`config.mk`:
```
export PLATFORM = sky130hd
export DESIGN_NAME = two_queues_shared_buffer
export DESIGN_NICKNAME = d
export VERILOG_FILES = /design/src/design/tqsb_pkg.sv /design/src/design/two_queues_shared_buffer.sv /design/src/design/tqsb_ctrl.sv /design/src/design/tqsb_datapath.sv
export SDC_FILE = /design/constraint.sdc
export NUM_CORES = 1
export LEC_CHECK = 0
export BUFFER_PORTS_ARGS = -buffer_cell sky130_fd_sc_hd__clkbuf_2
export CAP_MARGIN = 30
export CORE_MARGIN = 4
export CORE_UTILIZATION = 53
export DETAILED_ROUTE_END_ITERATION = 7
export GPL_ROUTABILITY_DRIVEN = 0
export PLACE_DENSITY = 0.66
export SYNTH_ARGS = -nofsm -noshare
export SYNTH_HDL_FRONTEND = slang
export SYNTH_SLANG_ARGS = --single-unit
```
`constraint.sdc`:
```
create_clock -name clk -period 9.82 [get_ports clk]
set_input_delay 1.473 -clock clk [delete_from_list [all_inputs] [get_ports clk]]
set_output_delay 1.473 -clock clk [all_outputs]
set_load 0.01 [all_outputs]
```
`src/design/tqsb_pkg.sv`:
```
`default_nettype none

package tqsb_pkg;

  // longest run of results that one list item produces
  localparam int MAX_RESULTS = 16;
  localparam int CNT_W       = $clog2(MAX_RESULTS);
  localparam int DATA_W      = 32;

  typedef enum logic [2:0] {
    OP_INS_A = 3'd0,
    OP_INS_B = 3'd1,
    OP_REM_A = 3'd2,
    OP_REM_B = 3'd3,
    OP_LST_A = 3'd4,
    OP_LST_B = 3'd5
  } opcode_t;

  typedef enum logic [1:0] {
    ST_OK    = 2'd0,
    ST_OVF   = 2'd1,
    ST_EMPTY = 2'd2
  } status_t;

  typedef enum logic {
    S_IDLE = 1'b0,
    S_OUT  = 1'b1
  } state_t;

  typedef struct packed {
    logic [2:0]               opcode;
    logic signed [DATA_W-1:0] value_in;
  } in_item_t;

  typedef struct packed {
    logic [1:0]               status;
    logic signed [DATA_W-1:0] value_out;
    logic                     last;
  } out_item_t;

  // controller to datapath
  typedef struct packed {
    logic       ins_a;
    logic       ins_b;
    logic       rem_a;
    logic       rem_b;
    logic       lst_a;
    logic       lst_b;
    logic       step;
    logic       load;
    logic [1:0] status;
    logic       mem;
  } dp_cmd_t;

  // datapath to controller
  typedef struct packed {
    logic empty_a;
    logic empty_b;
    logic full;
    logic last;
  } dp_stat_t;

endpackage

`default_nettype wire

```
`src/design/two_queues_shared_buffer.sv`:
```
// Two FIFO queues in one store of DEPTH 32-bit entries: queue A fills upward
// from entry 0, queue B downward from entry DEPTH-1. Each transfer on the input
// channel carries an opcode (insert, remove or list, for A or B) and a value.
// Insert answers ok or overflow when the tails meet, remove returns the head
// entry or an empty status, list returns up to 16 entries from head to tail
// with last set on the final one; unused opcodes are dropped silently. A queue
// reuses freed slots only after it drains. Timing: the first result of an item
// appears in the cycle after its input transfer, since the store has a
// registered read port; list results then follow one per cycle through that
// same port while out_ready is high. One item is in work at a time: an item
// holds the block until its last result transfers, and the next item is taken
// in the cycle its predecessor's last result transfers. An unused opcode
// produces no result and does not hold the block.
// The store is not cleared at reset.
`default_nettype none

module two_queues_shared_buffer #(
  parameter int DEPTH = 16
) (
  input  wire logic                 clk,
  input  wire logic                 rst,
  input  wire logic                 in_valid,
  output logic                      in_ready,
  input  wire tqsb_pkg::in_item_t   in_data,
  output logic                      out_valid,
  input  wire logic                 out_ready,
  output tqsb_pkg::out_item_t       out_data
);
  import tqsb_pkg::*;

  dp_cmd_t  cmd;
  dp_stat_t stat;

  // sequencer
  tqsb_ctrl u_ctrl (
    .clk       (clk),
    .rst       (rst),
    .in_valid  (in_valid),
    .in_ready  (in_ready),
    .opcode    (in_data.opcode),
    .out_valid (out_valid),
    .out_ready (out_ready),
    .stat      (stat),
    .cmd       (cmd)
  );

  // store, pointers and result register
  tqsb_datapath #(
    .DEPTH (DEPTH)
  ) u_datapath (
    .clk      (clk),
    .rst      (rst),
    .cmd      (cmd),
    .value_in (in_data.value_in),
    .stat     (stat),
    .result   (out_data)
  );

  // a new item only enters while the final result of the previous one leaves
  a_handoff: assert property (@(posedge clk) disable iff (rst)
    (in_ready && out_valid) |-> (out_ready && out_data.last))
    else $error("input taken while results still pending");

  // refused or empty answers are single results with no data
  a_err_single: assert property (@(posedge clk) disable iff (rst)
    (out_valid && out_data.status != ST_OK) |-> (out_data.last && out_data.value_out == '0))
    else $error("error result not final or carries data");

  // both queues empty can never look full
  a_full_empty: assert property (@(posedge clk) disable iff (rst)
    (stat.empty_a && stat.empty_b) |-> !stat.full)
    else $error("empty store flagged full");

  // a list walk keeps the output valid until its last entry transfers
  a_walk_hold: assert property (@(posedge clk) disable iff (rst)
    (out_valid && out_ready && !out_data.last) |=> out_valid)
    else $error("list walk lost its next result");

endmodule

`default_nettype wire

```
`src/design/tqsb_ctrl.sv`:
```
`default_nettype none

module tqsb_ctrl (
  input  wire logic              clk,
  input  wire logic              rst,
  input  wire logic              in_valid,
  output logic                   in_ready,
  input  wire logic [2:0]        opcode,
  output logic                   out_valid,
  input  wire logic              out_ready,
  input  wire tqsb_pkg::dp_stat_t stat,
  output tqsb_pkg::dp_cmd_t      cmd
);
  import tqsb_pkg::*;

  state_t state;
  state_t state_next;
  logic   take;

  // state register
  always_ff @(posedge clk) begin
    if (rst) begin
      state <= S_IDLE;
    end else begin
      state <= state_next;
    end
  end

  // next state and commands
  always_comb begin
    state_next = state;
    cmd        = '0;
    in_ready   = 1'b0;
    out_valid  = 1'b0;
    take       = 1'b0;

    unique case (state)
      S_IDLE: begin
        in_ready = 1'b1;
        take     = in_valid;
      end
      S_OUT: begin
        out_valid = 1'b1;
        if (out_ready) begin
          if (stat.last) begin
            // final result leaves, next item may enter in the same cycle
            in_ready   = 1'b1;
            take       = in_valid;
            state_next = S_IDLE;
          end else begin
            cmd.step = 1'b1;
          end
        end
      end
      default: state_next = S_IDLE;
    endcase

    // decode an accepted item
    if (take) begin
      unique case (opcode)
        OP_INS_A, OP_INS_B: begin
          cmd.load   = 1'b1;
          cmd.status = stat.full ? ST_OVF : ST_OK;
          cmd.ins_a  = !stat.full && (opcode == OP_INS_A);
          cmd.ins_b  = !stat.full && (opcode == OP_INS_B);
          state_next = S_OUT;
        end
        OP_REM_A, OP_LST_A: begin
          cmd.load   = 1'b1;
          cmd.status = stat.empty_a ? ST_EMPTY : ST_OK;
          cmd.mem    = !stat.empty_a;
          cmd.rem_a  = !stat.empty_a && (opcode == OP_REM_A);
          cmd.lst_a  = !stat.empty_a && (opcode == OP_LST_A);
          state_next = S_OUT;
        end
        OP_REM_B, OP_LST_B: begin
          cmd.load   = 1'b1;
          cmd.status = stat.empty_b ? ST_EMPTY : ST_OK;
          cmd.mem    = !stat.empty_b;
          cmd.rem_b  = !stat.empty_b && (opcode == OP_REM_B);
          cmd.lst_b  = !stat.empty_b && (opcode == OP_LST_B);
          state_next = S_OUT;
        end
        default: begin
          // unused opcode: dropped without a result
        end
      endcase
    end
  end

endmodule

`default_nettype wire

```
`src/design/tqsb_datapath.sv`:
```
`default_nettype none

module tqsb_datapath #(
  parameter int DEPTH = 16
) (
  input  wire logic                                  clk,
  input  wire logic                                  rst,
  input  wire tqsb_pkg::dp_cmd_t                     cmd,
  input  wire logic signed [tqsb_pkg::DATA_W-1:0]    value_in,
  output tqsb_pkg::dp_stat_t                         stat,
  output tqsb_pkg::out_item_t                        result
);
  import tqsb_pkg::*;

  localparam int IW = (DEPTH > 1) ? $clog2(DEPTH) : 1;
  localparam int PW = $clog2(DEPTH + 1);

  logic [DATA_W-1:0] mem [DEPTH];
  logic [DATA_W-1:0] rd_q;

  logic [IW-1:0]    head_a;
  logic [IW-1:0]    tail_a;
  logic [IW-1:0]    head_b;
  logic [IW-1:0]    tail_b;
  logic             empty_a;
  logic             empty_b;

  logic [IW-1:0]    cur;
  logic [IW-1:0]    cur_next;
  logic [CNT_W-1:0] cnt;
  logic             dir_up;

  logic [1:0]       res_status;
  logic             res_mem;
  logic             res_last;

  logic [PW-1:0]    top_a;
  logic [PW-1:0]    top_b;
  logic             full;
  logic             we;
  logic             re;
  logic [IW-1:0]    wr_addr;
  logic [IW-1:0]    rd_addr;
  logic             fin_start;
  logic             fin_step;

  // one slot past A's tail and B's tail slot itself, queues meet when these coincide
  assign top_a = empty_a ? '0 : PW'(tail_a) + PW'(1);
  assign top_b = empty_b ? PW'(DEPTH) : PW'(tail_b);
  assign full  = (top_a == top_b);

  // list walk
  assign cur_next  = dir_up ? cur + IW'(1) : cur - IW'(1);
  assign fin_step  = (cur_next == (dir_up ? tail_a : tail_b)) ||
                     (cnt == CNT_W'(MAX_RESULTS - 2));
  assign fin_start = cmd.lst_a ? (head_a == tail_a) : (head_b == tail_b);

  // store addressing
  assign we      = cmd.ins_a || cmd.ins_b;
  assign wr_addr = cmd.ins_a ? (empty_a ? '0 : tail_a + IW'(1))
                             : (empty_b ? IW'(DEPTH - 1) : tail_b - IW'(1));
  assign re      = cmd.rem_a || cmd.rem_b || cmd.lst_a || cmd.lst_b || cmd.step;
  assign rd_addr = (cmd.rem_a || cmd.lst_a) ? head_a :
                   (cmd.rem_b || cmd.lst_b) ? head_b : cur_next;

  // entry store
  always_ff @(posedge clk) begin
    if (we) begin
      mem[wr_addr] <= value_in;
    end
    if (re) begin
      rd_q <= mem[rd_addr];
    end
  end

  // queue pointers
  always_ff @(posedge clk) begin
    if (rst) begin
      empty_a <= 1'b1;
      empty_b <= 1'b1;
    end else begin
      if (cmd.ins_a) begin
        if (empty_a) begin
          head_a  <= '0;
          empty_a <= 1'b0;
        end
        tail_a <= wr_addr;
      end
      if (cmd.ins_b) begin
        if (empty_b) begin
          head_b  <= IW'(DEPTH - 1);
          empty_b <= 1'b0;
        end
        tail_b <= wr_addr;
      end
      if (cmd.rem_a) begin
        if (head_a == tail_a) begin
          empty_a <= 1'b1;
        end else begin
          head_a <= head_a + IW'(1);
        end
      end
      if (cmd.rem_b) begin
        if (head_b == tail_b) begin
          empty_b <= 1'b1;
        end else begin
          head_b <= head_b - IW'(1);
        end
      end
    end
  end

  // list cursor and result register
  always_ff @(posedge clk) begin
    if (cmd.lst_a || cmd.lst_b) begin
      cur    <= cmd.lst_a ? head_a : head_b;
      cnt    <= '0;
      dir_up <= cmd.lst_a;
    end else if (cmd.step) begin
      cur <= cur_next;
      cnt <= cnt + CNT_W'(1);
    end
    if (cmd.load) begin
      res_status <= cmd.status;
      res_mem    <= cmd.mem;
      res_last   <= (cmd.lst_a || cmd.lst_b) ? fin_start : 1'b1;
    end else if (cmd.step) begin
      res_last <= fin_step;
    end
  end

  assign stat.empty_a = empty_a;
  assign stat.empty_b = empty_b;
  assign stat.full    = full;
  assign stat.last    = res_last;

  assign result.status    = res_status;
  assign result.value_out = res_mem ? rd_q : '0;
  assign result.last      = res_last;

endmodule

`default_nettype wire

```
==> key figures, run 1 <==
Status
  • Status: complete, no violations

Floorplan
  • Core ar.: 44320 um^2
  • Die Height: 220.0 um
  • # rows: 77
  • Initial Utilization: 0.5374
  • Chip width: 220.0 um
  • I/O pins: 76
  • Die area: just under 50000 um^2

Clock tree
  • Post-CTS setup buffers: 0
  • Clk sinks: 576
  • Clock root cell: clkbuf_16
  • Clk slew on worst S/H paths: 60 ps
  • Cts hold-fix bufs: 0
  • Gates resized, CTS repair: 0
  • CTS tree: built
  • H-tree Lvls: 2
  • Max Buffers Root-to-Sink: 3
  • TritonCTS Buffers: 57
  • Clk_lat worst skew: 610 ps

Final layout
  • Fin util: 0.6009
  • Fillers: 3374
  • Share of cells above drive strength 1: 0.1381
  • Synth-to-layout area growth: 11.82%
  • Post-layout instance area: 26630 um^2
  • Final Non-Filler Cells: 2390
  • Nets: ~1800

Drt
  • First-pass DRT Iterations: 6
  • DRC: 0
  • Final wirelength: 55.76 mm
  • Antenna viol nets, final: 0
  • Via Count: 13940
  • WL per Instance: 23.33 um
  • Vias per inst: 5.832
  • Starting DRC count in detailed routing: between 1000 and 1500

Power and ir drop
  • Switching pwr: around 1.1 mW
  • Switching share of power: 0.2153
  • Comb pwr share: 0.057
  • Clock share of power: 0.406
  • Peak VDD IR: 0.1527 mV
  • Leak pwr: 9.396 nW
  • Int Pwr: between 4 and 5 mW
  • Flop pwr share: 0.537
  • Power per cell area: 192.6 nW/um^2

STA
  • Final hold vios: 0
  • Minimum clock period: 4315 ps
  • Worst slew pin tran: between 1000 and 1500 ps
  • Max-Slew Margin vs Limit: 0.2587
  • Clk_skew: 16.30 ps
  • Setup Viol. Count Final: 0
  • Tcrit/Tclk final: 0.4394
  • Setup_tns: 0 ps
  • Slew Viols, Final: 0
  • FMAX: 0.2318 GHz
  • Unrepaired setup endpoints after global routing: false

Global routing
  • First-pass GRT wire length: approximately 84 mm
  • Vias in the first global route: 13980
  • Initial antenna violation count: 2
  • Total global-route track usage: 0.2315
  • Largest net degree at the start of global routing: 168
  • GRT overflow: 0

Critical path
  • WP data required: 10160 ps
  • Crit. End Element: flop
  • RR Endpoint: u_datapath.mem[4][30]
  • CP Launch Type: input port
  • R2R Setup Slk: approximately 5500 ps
  • Arr. time, crit path: 4660 ps
  • R2R depth: 9
  • Crit path max fanout: 67
  • Crit path launch: in_data[32]
  • Crit path kind: input port to flop
  • Reg2reg start: u_datapath.tail_a[0]

Yosys
  • Synth warn: 0
  • Register area share after synthesis: 0.7233
  • Unique masters post-synth: 67
  • Post-synth top area share: 0.7175
  • Synthesized cell area: 23820 um^2
  • Ys flop type: edfxtp_1
  • Synthesis-stage register bit count: 576
  • Count leader, synth: edfxtp_1
  • Synth cell count leaders: edfxtp_1, nand2_1, mux2i_1, nand3_1, nand4_1
  • Mean Syn Cell Area: 14.17 um^2
  • Synth Net Count: 1729
  • Share of flip-flops with an asynchronous set or reset: 0
  • Largest cells by area after synthesis: edfxtp_1, nand2_1, mux2i_1, nand4_1, nand3_1
  • Post-synth top area cell: edfxtp_1
  • Post-synth EDFFs: 569
  • Synth Instances: roughly 1700

Min path
  • Hold Path Depth: 2
  • Hold_sp: u_datapath.cnt[1]
  • Hold Crit Class: flop to flop
  • Worst Hold End: u_datapath.cnt[1]

Placement
  • Placed cells: 2281
  • PortBufs: 75
  • HPWL after detailed placement: 29.09 mm
  • Area of placed instances: approximately 25000 um^2

Flow run
  • Max-cap violations: 0
-- worst max-delay path, cell delays in order --
cell and delay (ps):
clkbuf_2 280, nor2b_1 250, nand3_2 200, mux2i_1 230
a221oi_4 320, buf_4 770, nor2_2 360, buf_4 300
a221oi_1 310, a211oi_1 130
-- how the worst max path moves through the flow --
stage	endpoint	slack, ps
after global routing	u_datapath.mem[4][9]	5250
after global placement	u_datapath.rd_q[20]	4710
after CTS	u_datapath.mem[4][9]	5440
after detailed placement	u_datapath.rd_q[9]	4880
final	u_datapath.rd_q[9]	5510
after floorplan	u_datapath.mem[0][0]	5440
-- stage by stage --
| stage | setup slack [ps] | power (mW) | hold WS [ps] |
|---|---|---|---|
| 2_1_floorplan | 5442 | 2.988 | 479.4 |
| 3_3_place_gp | 4711 | 3.089 | 504.9 |
| 3_5_place_dp | 4879 | 3.100 | 521.9 |
| 4_1_cts | 5437 | 5.172 | 540.5 |
| 5_1_grt | 5251 | 5.308 | 569.5 |
| 6_report | 5505 | 5.130 | 546.3 |
-- metal layers --
layer / track usage / vias to the layer above / part of all wire
met5: 0 / - / 0.00013
met4: 0.06699 / 2 / 0.025
met3: 0.03764 / 93 / 0.062
met2: 0.3904 / 502 / 0.49
met1: 0.3138 / 6934 / 0.42
li1: - / 6407 / -
-- layout by cell type (no fill, tap or decap), types with 26 or more instances in the layout --
cell and n:
edfxtp_1 569, nand2_1 386, mux2i_1 116, nand3_1 78, clkbuf_2 75, nand4_1 69
clkbuf_16 57, a21oi_1 48, and2_1 33, nor2_1 32, buf_4 26
-- sequential cells by signal, indices dropped and copies added (netlist names) --
| register | cells |
|---|---|
| u_ctrl.state | 1 |
| u_datapath.cnt | 4 |
| u_datapath.cur | 4 |
| u_datapath.dir_up | 1 |
| u_datapath.empty_a | 1 |
| u_datapath.empty_b | 1 |
| u_datapath.head_a | 4 |
| u_datapath.head_b | 4 |
| u_datapath.mem | 512 |
| u_datapath.rd_q | 32 |
| u_datapath.res_last | 1 |
| u_datapath.res_mem | 1 |
| u_datapath.res_status | 2 |
| u_datapath.tail_a | 4 |
| u_datapath.tail_b | 4 |
-- power groups by stage --
stage	Clock (mW)	Sequential, mW	Combinational, mW
2_1_floorplan	0	2.80	0.191
3_3_place_gp	0	2.80	0.286
3_5_place_dp	0	2.80	0.296
4_1_cts	2.12	2.75	0.298
5_1_grt	2.23	2.75	0.324
6_report	2.08	2.75	0.295
-- cell type report --
class                      count  area, um^2  area share
clock inverter                37       306.5     0.01151
clock buffer                  70        1475     0.05540
antenna                        2       5.005   0.0001879
multi-input combinational    994        6181      0.2321
tap                          592       740.7     0.02782
sequential                   576       17230      0.6469
inverter                      15       56.30    0.002114
timing repair buffer         104       638.1     0.02396
-- kinds of logic (layout without fill, tap and decap cells) --
kind of cell / Yosys count / in the layout / synth area share
adders and majority gates: 9 / 9 / 0.005044
DFF: 576 / 576 / 0.7233
buffers and inverters: 111 / 226 / 0.02390
muxes: 156 / 156 / 0.06830
xor gates and xnor gates: 28 / 28 / 0.01061
AOI/OAI and AO/OA: 142 / 142 / 0.04334
other: 0 / 2 / 0
and+or+nand+nor: 659 / 659 / 0.1255
No activity file was read; power rests on OpenSTA's default activity.
==> run 2: changes to the inputs <==
PLACE_DENSITY = 0.68   (was 0.66)
clock period = 3.7 ns   (was 9.82 ns; I/O delays follow)
==> run 2 against run 1 <==
Against the previous run: combinational power grew to 2.8 times the previous value; global-route usage grew 0.23 points; routed wire length grew 1.0%.
==> key figures, run 2 (synthesis results as in run 1) <==
Critical path
  • RR Endpoint: u_datapath.rd_q[28] (was u_datapath.mem[4][30])
  • R2R depth: 9 (unchanged)
  • CP Launch Type: flop (was input port)
  • Crit path max fanout: 20 (was 67)
  • R2R Setup Slk: 200 ps (was 5520 ps)
  • Crit path kind: flop to flop (was input port to flop)
  • Crit path launch: u_datapath.cur[0] (was in_data[32])
  • WP data required: 4040 ps (was 10160 ps)
  • Crit. End Element: flop (unchanged)
  • CP endpoint: u_datapath.rd_q[28] (was u_datapath.rd_q[9])
  • Arr. time, crit path: 3830 ps (was 4660 ps)
  • Reg2reg start: u_datapath.cur[0] (was u_datapath.tail_a[0])

Drt
  • Met2 wire length: 27.51 mm (was 27.57 mm)
  • WL per Instance: 23.22 um (was 23.33 um)
  • Final wirelength: 56.34 mm (was 55.76 mm)
  • First-pass DRT Iterations: 6 (unchanged)
  • Antenna viol nets, final: 0 (unchanged)
  • DRC: 0 (unchanged)
  • Met3 wire len: 3.651 mm (was 3.441 mm)
  • Via Count: 14220 (was 13940)
  • Starting DRC count in detailed routing: 1594 (was 1475)
  • Vias per inst: 5.861 (was 5.832)
  • Uppermost routed layer: met5 (unchanged)
  • Wl on met1: 23.71 mm (was 23.37 mm)

Flow run
  • Max-cap violations: 0 (unchanged)

Min path
  • Hold Crit Class: input port to flop (was flop to flop)
  • Hold_sp: rst (was u_datapath.cnt[1])

STA
  • Hold Slack: 227.8 ps (was 546.3 ps)
  • Minimum clock period: 3497 ps
  • Setup Viol. Count Final: 0 (unchanged)
  • Clk_skew: 16.69 ps (was 16.30 ps)
  • Slew Viols, Final: 0 (unchanged)
  • PnR worst setup slack: 203.4 ps (was 5505 ps)
  • Worst slew pin tran: 936.4 ps (was 1112 ps)
  • FMAX: 0.2860 GHz
  • Final hold vios: 0 (unchanged)
  • Unrepaired setup endpoints after global routing: false (unchanged)
  • Max-Slew Margin vs Limit: 0.3758 (was 0.2587)
  • Tcrit/Tclk final: 0.9450

Final layout
  • Max reg flops: 512 (unchanged)
  • Commonest non-fill, non-tap cell in the layout: edfxtp_1 (unchanged)
  • Register area: 17230 um^2 (unchanged)
  • Share of cells above drive strength 1: 0.1581 (was 0.1381)
  • Nets: 1836 (was 1796)
  • Post-layout instance area: 27240 um^2 (was 26630 um^2)
  • Leading registers by flop count: u_datapath.mem x512, u_datapath.rd_q x32 (unchanged)
  • Synth-to-layout area growth: 14.38% (was 11.82%)
  • Commonest cells after routing, fill and taps aside: edfxtp_1, nand2_1, mux2i_1, nand3_1, clkbuf_2 (unchanged)
  • Fin util: 0.6147 (was 0.6009)
  • Fillers: 3281 (was 3374)
  • Top reg by flops: u_datapath.mem (unchanged)
  • Multi-input gate area: 6182 um^2 (was 6181 um^2)
  • ANT cells: 0 (was 2)

Floorplan
  • Chip width: 220.0 um (unchanged)
  • Core ar.: 44320 um^2 (unchanged)
  • Die area: 48390 um^2 (unchanged)
  • Die Height: 220.0 um (unchanged)
  • Initial Utilization: 0.5374 (unchanged)
  • # rows: 77 (unchanged)
  • I/O pins: 76 (unchanged)

Power and ir drop
  • Power Total: 13.94 mW (was 5.130 mW)
  • Flop pwr share: 0.524 (was 0.537)
  • Int Pwr: 10.92 mW (was 4.026 mW)
  • Clock share of power: 0.416 (was 0.406)
  • Switching pwr: 3.020 mW (was 1.104 mW)
  • Switching share of power: 0.2166 (was 0.2153)
  • Peak VDD IR: 0.4083 mV (was 0.1527 mV)
  • Comb pwr share: 0.060 (was 0.057)
  • Power per cell area: 511.8 nW/um^2 (was 192.6 nW/um^2)
  • Leak pwr: 9.694 nW (was 9.396 nW)

Placement
  • HPWL after detailed placement: 32.44 mm (was 29.09 mm)
  • PortBufs: 75 (unchanged)
  • Area of placed instances: 25330 um^2 (was 24840 um^2)
  • Worst slack at placement: 182.6 ps (was 4879 ps)

Clock tree
  • Clk_lat worst skew: 610 ps (about the same)
  • TritonCTS Buffers: 57 (unchanged)
  • Clk slew on worst S/H paths: 60 ps (about the same)
  • CTS tree: built (unchanged)
  • Cts hold-fix bufs: 0 (unchanged)
  • Clock root cell: clkbuf_16 (unchanged)
  • H-tree Lvls: 2 (unchanged)
  • Max Buffers Root-to-Sink: 3 (unchanged)
  • Clk sinks: 576 (unchanged)

Global routing
  • Total global-route track usage: 0.2338 (was 0.2315)
  • Initial antenna violation count: 1 (was 2)
  • First-pass GRT wire length: 85.88 mm (was 84.14 mm)
  • Largest net degree at the start of global routing: 120 (was 168)
  • Vias in the first global route: 14180 (was 13980)
  • GRT overflow: 0 (unchanged)

Status
  • Status: complete, no violations (unchanged)
run 2: changes by cell type in the layout (fill, tap and decap cells not counted), sizes merged:
| cell | previous run | this run |
|---|---|---|
| buf | 29 | 69 |
| bufinv | 5 | 8 |
| clkbuf | 145 | 141 |
| clkinv | 28 | 27 |
| clkinvlp | 2 | 1 |
| diode | 2 | 0 |
| inv | 17 | 18 |
run 2: area by class of cell:
| cell class | count | area share |
|---|---|---|
| multi-input combinational | 994 | 0.2269 |
| clock inverter | 39 | 0.01539 |
| inverter | 15 | 0.002067 |
| tap | 592 | 0.02719 |
| clock buffer | 66 | 0.05360 |
| sequential | 576 | 0.6324 |
| timing repair buffer | 144 | 0.04244 |
run 2: repair_timing:
action | in CTS | in global routing
buffers inserted | 0 | 3
hold endpoints to repair | 0 | 0
setup endpoints to repair | 0 | 87
gates resized for setup | 0 | 1
run 2: critical path, cell delays in order, from the launching register on:
cell and delay [ps]:
edfxtp_1 510, inv_1 140, fa_1 420, xor2_1 220, mux2i_1 330, a221o_2 700, buf_4 350, nand3_1 90
a21oi_1 330, a211oi_1 110
run 2: worst min-delay path by stage:
stage,end,cells past startpoint,slack (ps)
floorplan,u_datapath.cnt[3],2,480
detailed placement,u_datapath.cnt[3],2,510
CTS,u_ctrl.state,2,200
finish,u_ctrl.state,2,230
global route,u_ctrl.state,2,220
global placement,u_datapath.cnt[3],2,510
run 2: metal layers:
layer | global-route usage | vias up
met1 | 0.3237 | 7101
met5 | 0 | -
met2 | 0.3897 | 525
met3 | 0.03213 | 108
li1 | - | 6482
met4 | 0.07117 | 2
run 2: power by group through the flow:
stage | clock [mW] | sequential (mW) | combinational, mW
global placement | 0 | 7.43 | 0.810
floorplan | 0 | 7.42 | 0.508
global route | 6.21 | 7.30 | 0.916
detailed placement | 0 | 7.44 | 0.833
finish | 5.80 | 7.30 | 0.838
CTS | 5.88 | 7.30 | 0.840
run 2: through the flow:
stage | setup TNS (ps) | std cells
3_5_place_dp | 0 | 2318
5_1_grt | 0 | 2426
3_3_place_gp | 0 | 2318
2_1_floorplan | -91270 | 1681
6_report | 0 | 2426
4_1_cts | 0 | 2423
==> run 3: changes to the inputs <==
RECOVER_POWER = 25   (was unset)
==> run 3 against run 2 <==
Against the previous run: non-clock buffer count unchanged; flip-flop and latch count unchanged; fmax is 0.50% higher; via count barely moved; cell count stayed put; sequential power barely moved; clock skew grew 0.67 ps; critical path type unchanged; critical endpoint unchanged; largest power group unchanged; highest routed layer unchanged.
==> key figures, run 3 (synthesis results as in run 1) <==
STA
  • Slew Viols, Final: 0 (unchanged)
  • PnR worst setup slack: 220.8 ps (was 203.4 ps)
  • Final hold vios: 0 (unchanged)
  • FMAX: 0.2874 GHz (was 0.2860 GHz)
  • Hold Slack: 230.5 ps (was 227.8 ps)
  • Setup Viol. Count Final: 0 (unchanged)
  • Unrepaired setup endpoints after global routing: false (unchanged)
  • Minimum clock period: 3479 ps (was 3497 ps)
  • Clk_skew: 17.36 ps (was 16.69 ps)
  • Worst slew pin tran: 935.5 ps (was 936.4 ps)
  • Max-Slew Margin vs Limit: 0.3763 (was 0.3758)
  • Tcrit/Tclk final: 0.9403 (was 0.9450)

Floorplan
  • Initial Utilization: 0.5374 (unchanged)
  • Die area: 48390 um^2 (unchanged)
  • # rows: 77 (unchanged)
  • Core ar.: 44320 um^2 (unchanged)
  • Chip width: 220.0 um (unchanged)
  • Die Height: 220.0 um (unchanged)
  • I/O pins: 76 (unchanged)

Clock tree
  • H-tree Lvls: 2 (unchanged)
  • Cts hold-fix bufs: 0 (unchanged)
  • Clk slew on worst S/H paths: 60 ps (about the same)
  • Max Buffers Root-to-Sink: 3 (unchanged)
  • Clk_lat worst skew: 620 ps (was 610 ps)
  • CTS tree: built (unchanged)
  • TritonCTS Buffers: 57 (unchanged)
  • Clk sinks: 576 (unchanged)
  • Clock root cell: clkbuf_16 (unchanged)

Global routing
  • First-pass GRT wire length: 85.88 mm (unchanged)
  • Initial antenna violation count: 1 (unchanged)
  • Vias in the first global route: 14180 (unchanged)
  • Largest net degree at the start of global routing: 120 (unchanged)
  • Total global-route track usage: 0.2338 (unchanged)
  • GRT overflow: 0 (unchanged)

Drt
  • Via Count: 14210 (was 14220)
  • WL per Instance: 23.24 um (was 23.22 um)
  • First-pass DRT Iterations: 5 (was 6)
  • Starting DRC count in detailed routing: 1654 (was 1594)
  • Final wirelength: 56.38 mm (was 56.34 mm)
  • Antenna viol nets, final: 0 (unchanged)
  • DRC: 0 (unchanged)
  • Vias per inst: 5.856 (was 5.861)

Critical path
  • Stages on worst setup path: 9 (unchanged)
  • Crit path kind: flop to flop (unchanged)
  • CP Launch Type: flop (unchanged)
  • Crit. End Element: flop (unchanged)
  • Crit path max fanout: 20 (unchanged)
  • Crit path launch: u_datapath.cur[0] (unchanged)
  • WP buf/inv: 2 (unchanged)
  • RR Endpoint: u_datapath.rd_q[28] (unchanged)
  • R2R Setup Slk: 220 ps (was 200 ps)
  • CP max stage delay: 700 ps (about the same)
  • Worst path slowest cell: a221o_2 (unchanged)
  • R2R depth: 9 (unchanged)
  • CP delay by family, top: compound AO/OA/AOI/OAI gates (unchanged)
  • WP data required: 4040 ps (about the same)
  • Crit path cell chain: inv_1 > fa_1 > xor2_1 > mux2i_1 > a221o_2 > buf_4 > nand3_1 > a21oi_1 > a211oi_1 (unchanged)
  • Reg2reg start: u_datapath.cur[0] (unchanged)
  • Arr. time, crit path: 3820 ps (was 3830 ps)

Placement
  • PortBufs: 75 (unchanged)
  • Worst slack at placement: 182.6 ps (unchanged)
  • HPWL after detailed placement: 32.44 mm (unchanged)

Final layout
  • Fin util: 0.6141 (was 0.6147)
  • ANT cells: 0 (unchanged)
  • Leading registers by flop count: u_datapath.mem x512, u_datapath.rd_q x32 (unchanged)
  • Commonest cells after routing, fill and taps aside: edfxtp_1, nand2_1, mux2i_1, nand3_1, nand4_1 (was edfxtp_1, nand2_1, mux2i_1, nand3_1, clkbuf_2)
  • Top reg by flops: u_datapath.mem (unchanged)
  • Synth-to-layout area growth: 14.27% (was 14.38%)
  • Nets: 1836 (unchanged)
  • Commonest non-fill, non-tap cell in the layout: edfxtp_1 (unchanged)
  • Share of cells above drive strength 1: 0.1467 (was 0.1581)
  • Max reg flops: 512 (unchanged)

Min path
  • Hold Path Depth: 2 (unchanged)
  • Hold_sp: rst (unchanged)
  • Worst Hold End: u_ctrl.state (unchanged)
  • Hold Crit Class: input port to flop (unchanged)

Power and ir drop
  • Power Total: 13.94 mW (about the same)
  • Power per cell area: 512.3 nW/um^2 (was 511.8 nW/um^2)
  • Peak VDD IR: 0.4082 mV (was 0.4083 mV)
  • Leak pwr: 9.632 nW (was 9.694 nW)

Status
  • Status: complete, no violations (unchanged)

Flow run
  • Max-cap violations: 0 (unchanged)
run 3: cell counts in the layout (fill, tap and decap cells not counted):
Identical to the previous run, type by type.
run 3: per-stage QoR:
step | cells | cell area, um^2 | setup TNS, ps
global route | 2426 | 27210 | 0
finish | 2426 | 27210 | 0
CTS | 2423 | 27200 | 0
floorplan | 1681 | 23840 | -91270
global placement | 2318 | 25330 | 0
detailed placement | 2318 | 25330 | 0
run 3: how the worst max path moves through the flow:
| stage | end | slack [ps] |
|---|---|---|
| 4_1_cts | u_datapath.rd_q[27] | 170 |
| 3_5_place_dp | u_datapath.rd_q[27] | 180 |
| 5_1_grt | u_datapath.mem[4][20] | 5 |
| 2_1_floorplan | u_datapath.mem[0][0] | -360 |
| 6_report | u_datapath.rd_q[28] | 220 |
| 3_3_place_gp | u_datapath.rd_q[27] | 290 |
run 3: repair_timing:
| action | CTS | global route |
|---|---|---|
| endpoints found under the hold margin | 0 | 0 |
| setup endpoints to repair | 0 | 87 |
| resized for setup | 0 | 1 |
| buffers inserted | 0 | 3 |
run 3: where the power goes:
part           internal (mW)  total (mW)  leakage, nW  switching, mW
Clock                   3.39        5.81        0.914           2.42
Combinational          0.283       0.835         3.53          0.552
Sequential              7.25        7.30         5.19         0.0502
run 3: layout make-up:
cell class	instances	area [um^2]
Timing Repair Buffer	144	1130
Clock buffer	66	1460
Inverter	15	56.30
Tap cell	592	740.7
Fill cell	3287	17100
Sequential cell	576	17230
Multi-Input combinational cell	994	6182
Clock inverter	39	419.2
run 3: routing by layer:
metal	wire, um	share of wire	vias to the layer above	GRT usage
li1	-	-	6486	-
met1	23710	0.42	7091	0.3237
met2	27470	0.49	516	0.3897
met3	3699	0.066	112	0.03213
met4	1493	0.026	2	0.07117
met5	10	0.00018	-	0
